==> src/rtl/qdmi_pkg.sv <==
`default_nettype none

package qdmi_pkg;

   // request commands
   localparam logic [1:0] CMD_EDGE_A = 2'd0;
   localparam logic [1:0] CMD_EDGE_B = 2'd1;
   localparam logic [1:0] CMD_TICK   = 2'd2;

   // pending step codes
   localparam logic [1:0] STEP_NONE  = 2'd0;
   localparam logic [1:0] STEP_PLUS  = 2'd1;
   localparam logic [1:0] STEP_MINUS = 2'd3;

   localparam int LENGTH_W = 9;
   localparam int INDEX_W  = 8;

   typedef struct packed {
      logic [1:0] command;
      logic       level;
   } req_type;

   typedef struct packed {
      logic [INDEX_W-1:0] menu_index;
      logic               moved;
   } rsp_type;

endpackage

`default_nettype wire

==> src/rtl/quadrature_detent_menu_index.sv <==
`default_nettype none

// Quadrature decoder that turns encoder edges into detent steps of a menu index.
// Request channel (req_valid/req_ready/req_data): one event per request, an edge
// on phase A or B carrying the new pin level, or an update tick that consumes
// the pending step. Response channel (rsp_valid/rsp_ready/rsp_data): exactly
// one response per request with the menu index after that request and a flag
// set when the index changed.
// Configuration (csr_valid/csr_ready/csr_data): the menu length, written while
// no request is in flight; csr_ready is always high.
// An accepted request is loaded into the input register; the state update and
// response register load from it once the response register is free. A request
// can be accepted every cycle while rsp_ready is high; the rate is one request
// per cycle, set by the single state update path between those two registers.
// When rsp_ready is low the response register holds, the input register fills,
// and req_ready drops until the response is taken.
// Reset clears the pin levels, pending step, step counts and index, and sets
// the menu length to 1; both channels come up empty.
module quadrature_detent_menu_index #(
   parameter int MAX_ENTRIES     = 256,
   parameter int STEPS_PER_NOTCH = 4
) (
   input  wire                        clock,
   input  wire                        reset,
   input  wire                        req_valid,
   output logic                       req_ready,
   input  qdmi_pkg::req_type          req_data,
   output logic                       rsp_valid,
   input  wire                        rsp_ready,
   output qdmi_pkg::rsp_type          rsp_data,
   input  wire                        csr_valid,
   output logic                       csr_ready,
   input  wire [qdmi_pkg::LENGTH_W-1:0] csr_data
);
   import qdmi_pkg::*;

   localparam int IDX_W = (MAX_ENTRIES > 2) ? $clog2(MAX_ENTRIES) : 1;
   localparam int LEN_W = (LENGTH_W > IDX_W + 1) ? LENGTH_W : IDX_W + 1;
   localparam int CNT_W = $clog2(STEPS_PER_NOTCH + 1);
   localparam logic [LEN_W-1:0] MAX_LEN = LEN_W'(MAX_ENTRIES);
   localparam logic [CNT_W-1:0] NOTCH   = CNT_W'(STEPS_PER_NOTCH);

   logic [LENGTH_W-1:0] length_ff;
   req_type             s1_ff;
   logic                s1_valid_ff;
   rsp_type             rsp_ff;
   logic                rsp_valid_ff;
   logic                a_ff, a_in;
   logic                b_ff, b_in;
   logic [1:0]          pend_ff, pend_in;
   logic [CNT_W-1:0]    cw_ff, cw_in;
   logic [CNT_W-1:0]    ccw_ff, ccw_in;
   logic [IDX_W-1:0]    idx_ff, idx_in;
   logic [LEN_W-1:0]    len_wide;
   logic [LEN_W-1:0]    len_clamped;
   logic [IDX_W-1:0]    len_m1;
   logic                advance;

   // handshake
   assign advance   = s1_valid_ff && (!rsp_valid_ff || rsp_ready);
   assign req_ready = !s1_valid_ff || advance;
   assign csr_ready = 1'b1;
   assign rsp_valid = rsp_valid_ff;
   assign rsp_data  = rsp_ff;

   // effective menu length, clamped to 1..MAX_ENTRIES
   always_comb begin
      len_wide = LEN_W'(length_ff);
      if (len_wide == '0) begin
         len_clamped = LEN_W'(1);
      end else if (len_wide > MAX_LEN) begin
         len_clamped = MAX_LEN;
      end else begin
         len_clamped = len_wide;
      end
      len_m1 = IDX_W'(len_clamped - LEN_W'(1));
   end

   // state update for the request in the input register
   always_comb begin
      a_in    = a_ff;
      b_in    = b_ff;
      pend_in = pend_ff;
      cw_in   = cw_ff;
      ccw_in  = ccw_ff;
      idx_in  = idx_ff;
      unique case (s1_ff.command)
         CMD_EDGE_A: begin
            a_in    = s1_ff.level;
            pend_in = (s1_ff.level != b_ff) ? STEP_PLUS : STEP_MINUS;
         end
         CMD_EDGE_B: begin
            b_in    = s1_ff.level;
            pend_in = (a_ff == s1_ff.level) ? STEP_PLUS : STEP_MINUS;
         end
         CMD_TICK: begin
            if (pend_ff != STEP_NONE) begin
               if (pend_ff == STEP_MINUS) begin
                  cw_in  = cw_ff + CNT_W'(1);
                  ccw_in = '0;
               end else begin
                  ccw_in = ccw_ff + CNT_W'(1);
                  cw_in  = '0;
               end
               pend_in = STEP_NONE;
               // clockwise notch steps down, counter-clockwise steps up
               if (cw_in == NOTCH) begin
                  cw_in = '0;
                  if (idx_ff == '0 || idx_ff > len_m1) begin
                     idx_in = len_m1;
                  end else begin
                     idx_in = idx_ff - IDX_W'(1);
                  end
               end else if (ccw_in == NOTCH) begin
                  ccw_in = '0;
                  if (idx_ff >= len_m1) begin
                     idx_in = '0;
                  end else begin
                     idx_in = idx_ff + IDX_W'(1);
                  end
               end
            end
         end
         default: begin
         end
      endcase
   end

   // registers
   always_ff @(posedge clock) begin
      if (reset) begin
         length_ff    <= LENGTH_W'(1);
         s1_valid_ff  <= 1'b0;
         rsp_valid_ff <= 1'b0;
         a_ff         <= 1'b0;
         b_ff         <= 1'b0;
         pend_ff      <= STEP_NONE;
         cw_ff        <= '0;
         ccw_ff       <= '0;
         idx_ff       <= '0;
      end else begin
         if (csr_valid && csr_ready) begin
            length_ff <= csr_data;
         end
         if (req_valid && req_ready) begin
            s1_valid_ff <= 1'b1;
         end else if (advance) begin
            s1_valid_ff <= 1'b0;
         end
         if (advance) begin
            rsp_valid_ff <= 1'b1;
            a_ff         <= a_in;
            b_ff         <= b_in;
            pend_ff      <= pend_in;
            cw_ff        <= cw_in;
            ccw_ff       <= ccw_in;
            idx_ff       <= idx_in;
         end else if (rsp_ready) begin
            rsp_valid_ff <= 1'b0;
         end
      end
   end

   // payload registers
   always_ff @(posedge clock) begin
      if (req_valid && req_ready) begin
         s1_ff <= req_data;
      end
      if (advance) begin
         rsp_ff.menu_index <= INDEX_W'(idx_in);
         rsp_ff.moved      <= (idx_in != idx_ff);
      end
   end

   // checks
   a_counts_exclusive: assert property (@(posedge clock) disable iff (reset)
      !(cw_ff != '0 && ccw_ff != '0))
      else $error("both step counts nonzero");

   a_counts_below_notch: assert property (@(posedge clock) disable iff (reset)
      cw_ff < NOTCH && ccw_ff < NOTCH)
      else $error("step count reached a notch without clearing");

   a_tick_clears_pending: assert property (@(posedge clock) disable iff (reset)
      advance && s1_ff.command == CMD_TICK |=> pend_ff == STEP_NONE)
      else $error("pending step survived a tick");

   a_move_only_on_tick: assert property (@(posedge clock) disable iff (reset)
      advance && s1_ff.command != CMD_TICK |=> !rsp_ff.moved)
      else $error("index moved on an edge request");

   a_stall_blocks_input: assert property (@(posedge clock) disable iff (reset)
      s1_valid_ff && rsp_valid_ff && !rsp_ready |-> !req_ready)
      else $error("request taken while both stages are full");

endmodule

`default_nettype wire
==> config.mk <==
export PLATFORM = sky130hd
export DESIGN_NAME = quadrature_detent_menu_index
export DESIGN_NICKNAME = d
export VERILOG_FILES = /design/src/rtl/qdmi_pkg.sv /design/src/rtl/quadrature_detent_menu_index.sv
export SDC_FILE = /design/constraint.sdc
export NUM_CORES = 1
export LEC_CHECK = 0
export ABC_AREA = 1
export BUFFER_PORTS_ARGS = -buffer_cell sky130_fd_sc_hd__buf_2
export CORE_MARGIN = 1
export CORE_UTILIZATION = 60
export CTS_BUF_LIST = sky130_fd_sc_hd__clkbuf_4
export DETAILED_ROUTE_END_ITERATION = 8
export PLACE_DENSITY = 0.79
export SYNTH_ARGS = -nofsm -noshare
export SYNTH_HDL_FRONTEND = slang
export SYNTH_SLANG_ARGS = --single-unit
==> constraint.sdc <==
create_clock -name clock -period 8.1 [get_ports clock]
set_input_delay 0.405 -clock clock [delete_from_list [all_inputs] [get_ports clock]]
set_output_delay 0.405 -clock clock [all_outputs]
set_load 0.005 [all_outputs]
==> impl_metrics.tcl <==
set metrics [dict create \
    outcome "completed" \
    drc 0 \
    postSynth.asyncResetShare_pct 0 \
    synth_seq_cells 41 \
    wire_per_inst_um 12.9 \
    vias 2782 \
    wl_met1_mm 2.86 \
    post_cts_buffers 0 \
    cp-start-kind "flop" \
    fp.dieH_um 72.8 \
    synth_enable_flop_cells 12 \
    instances_no_fill 503 \
    wl_mm 6.47 \
    final_layout_size_suffix_gt1_share_pct 20.6 \
    power_density_nw_per_um2 132 \
    grt_pass1_wl_mm 10.7 \
    viasPerCell 5.53 \
    clock.fmax_mhz 300 \
    critical_path_arrival_ps 3450 \
    root_buffer "clkbuf_4" \
    antenna_left 0 \
    ctsResizeCount 0 \
    maxSlewHeadroom_pct 56.2 \
    place_congestion 0.952 \
    whs_path_depth 1 \
    worst_pin_slew_ps 656 \
    grt-ovfl-total 0 \
    dr_wl_met2_mm 3.06 \
    cts_tree "yes" \
    n_antenna_cell 0 \
    reg2regPathDepth 24 \
    firstDrtPassIters 5 \
    leakage_nw 1.59 \
    postSynthCellCount 410 \
    syn_area_um2 3010 \
    setup_viol 0 \
    hold_viol_final 0 \
    period_share_pct 41.2 \
    synth.distinct_cells 40 \
    crit_type "reg -> reg" \
    max_stage_delay_ps 360 \
    io_pins 29 \
    power_mw 0.426 \
    portBuffers 27 \
    max-clock-path-buffers 2 \
    routed.top_layer "met4" \
    wl_met3_um 385 \
    pre_cts_ws_ps 4850 \
    period_minus_slack_ps 3340 \
    peakVddDrop_v 0.0000904 \
    clk_pin_slew_ps 130 \
    die_w_um 72.8 \
    required_ps 8210 \
    clk_latency_ps 370 \
    setup_ws_ps 4760 \
    crit_slowest_cell "dfxtp_1" \
    path_max_fanout 9 \
    cts.sinks 41 \
    numCtsBuffers 5 \
    worstSetupEndpointType "flop" \
    cts_htree_levels 2 \
    synth_area_per_cell_um2 7.33 \
    netlist.area_leader.share_pct 19.3 \
    yosysMostFrequentCell "nand2_1" \
    skew_ps 9.72 \
    synthesis.nets 446 \
    crit_chain "nor2_1, nand2_1, nor2_1, nand2_1, nand2_1, inv_1, ha_1, nand2_1, xor2_1, inv_1, ha_1, nand2_1, nor2_1, nand4_1, nand2_2, nand2_4, nand2_1, nand2_1, nand2_1, nand2_1, nand3_1, nand2_1, nor2_1, nand4_1" \
    drv_cap 0 \
    synth_area_leaders "dfxtp_1, edfxtp_1, nand2_1" \
    holdBufCountCts 0 \
    antenna_found_initial 0 \
    synth_warnings 0 \
    yosysTopAreaCell "dfxtp_1" \
    dp_hpwl_mm 4.87 \
    dp.cells 495 \
    synth_ff_type "dfxtp_1" \
    final_nets 471 \
    initial_utilization_pct 62.8 \
    grt_pass1_vias 2421 \
    cpMostUsedCell "nand2_1" \
    fillers 433 \
    dieArea_um2 5300 \
    worstHoldPathType "in -> reg" \
    ys_top_cells_by_count "nand2_1, inv_1, nand3_1" \
    grt_max_degree 21 \
    finalHoldWorstSlack_ps 204 \
    grtUsageTotal_pct 25.9 \
    tns_ps 0 \
    area_growth_pct 7.54 \
    rsz0062_at_grt "no" \
    core_um2 4790 \
    drt-initial-drc-count 254 \
    slew_violations 0 \
    rows 25 \
    seq_area_frac_synth_pct 31.3 \
]
==> sequential cells by signal (all words and copies together), names as in the netlist <==
register	count
len_wide	9
rsp_data	9
idx_ff	8
ccw_ff	3
cw_ff	3
s1_ff	3
pend_ff	2
a_ff	1
b_ff	1
rsp_valid	1
s1_valid_ff	1
==> area by class of cell <==
class                      instances  area [um^2]  share of cell area, %
clock buffer                       5         37.5                   1.16
clock inverter                     3         20.0                  0.619
inverter                          54          208                   6.43
multi-input combinational        305         1800                   55.7
sequential                        41          941                   29.1
tap                               67         83.8                   2.59
timing repair buffer              28          143                   4.41
==> per-layer routing <==
| metal | vias to the layer above | track usage [%] |
|---|---|---|
| met4 | 0 | 11.1 |
| met1 | 1246 | 33.3 |
| met5 | - | 0 |
| met2 | 112 | 43.2 |
| li1 | 1409 | - |
| met3 | 15 | 3.87 |
==> cells by family after synthesis <==
group	count (synthesis)	synth area share [%]
compound gates	63	12.9
xor+xnor	10	2.91
fa+ha+maj	19	7.91
buf+inv	64	8.83
flops	41	31.3
other cells	1	0.125
simple gates	212	36.0
==> critical path, delay by kind of cell, from the launching register on <==
kind,cells,cell delay (ps)
fa+ha+maj,2,490
flops,1,360
xor+xnor,1,190
buf+inv,2,130
simple gates,19,1910
==> final timing paths <==
check | slack, ps | from | end
worst max-delay path | 4760 | len_wide[4]$_SDFFE_PP0P_ | rsp_data[0]$_DFFE_PP_
worst max register to register | 4760 | len_wide[4]$_SDFFE_PP0P_ | rsp_data[0]$_DFFE_PP_
worst min-delay path | 200 | req_data[0] | s1_ff[0]$_DFFE_PP_
worst min register to register | 480 | b_ff$_SDFFE_PP0P_ | b_ff$_SDFFE_PP0P_
==> cell usage in the layout (no fill, tap or decap), drive strengths merged, types with 8 or more instances in the layout <==
| master | Yosys | final |
|---|---|---|
| nand3 | 52 | 52 |
| buf | 4 | 28 |
| a21oi | 20 | 20 |
| nor2 | 45 | 45 |
| edfxtp | 12 | 12 |
| xor2 | 9 | 9 |
| ha | 19 | 19 |
| nand2 | 101 | 101 |
| o21ai | 23 | 23 |
| inv | 52 | 54 |
| dfxtp | 29 | 29 |
| nand4 | 8 | 8 |
==> metrics by stage <==
stage               instance area [um^2]  utilization [%]
finish                              3230             67.5
CTS                                 3230             67.5
detailed placement                  3170             66.3
floorplan                           3010                -
global route                        3230             67.5
global placement                    3170             66.3
==> report_power, final <==
group          internal (mW)  switching (mW)
registers              0.221         0.00667
logic                 0.0326          0.0561
clock network         0.0343          0.0754
Note: power is estimated with default switching activity, not from simulation.
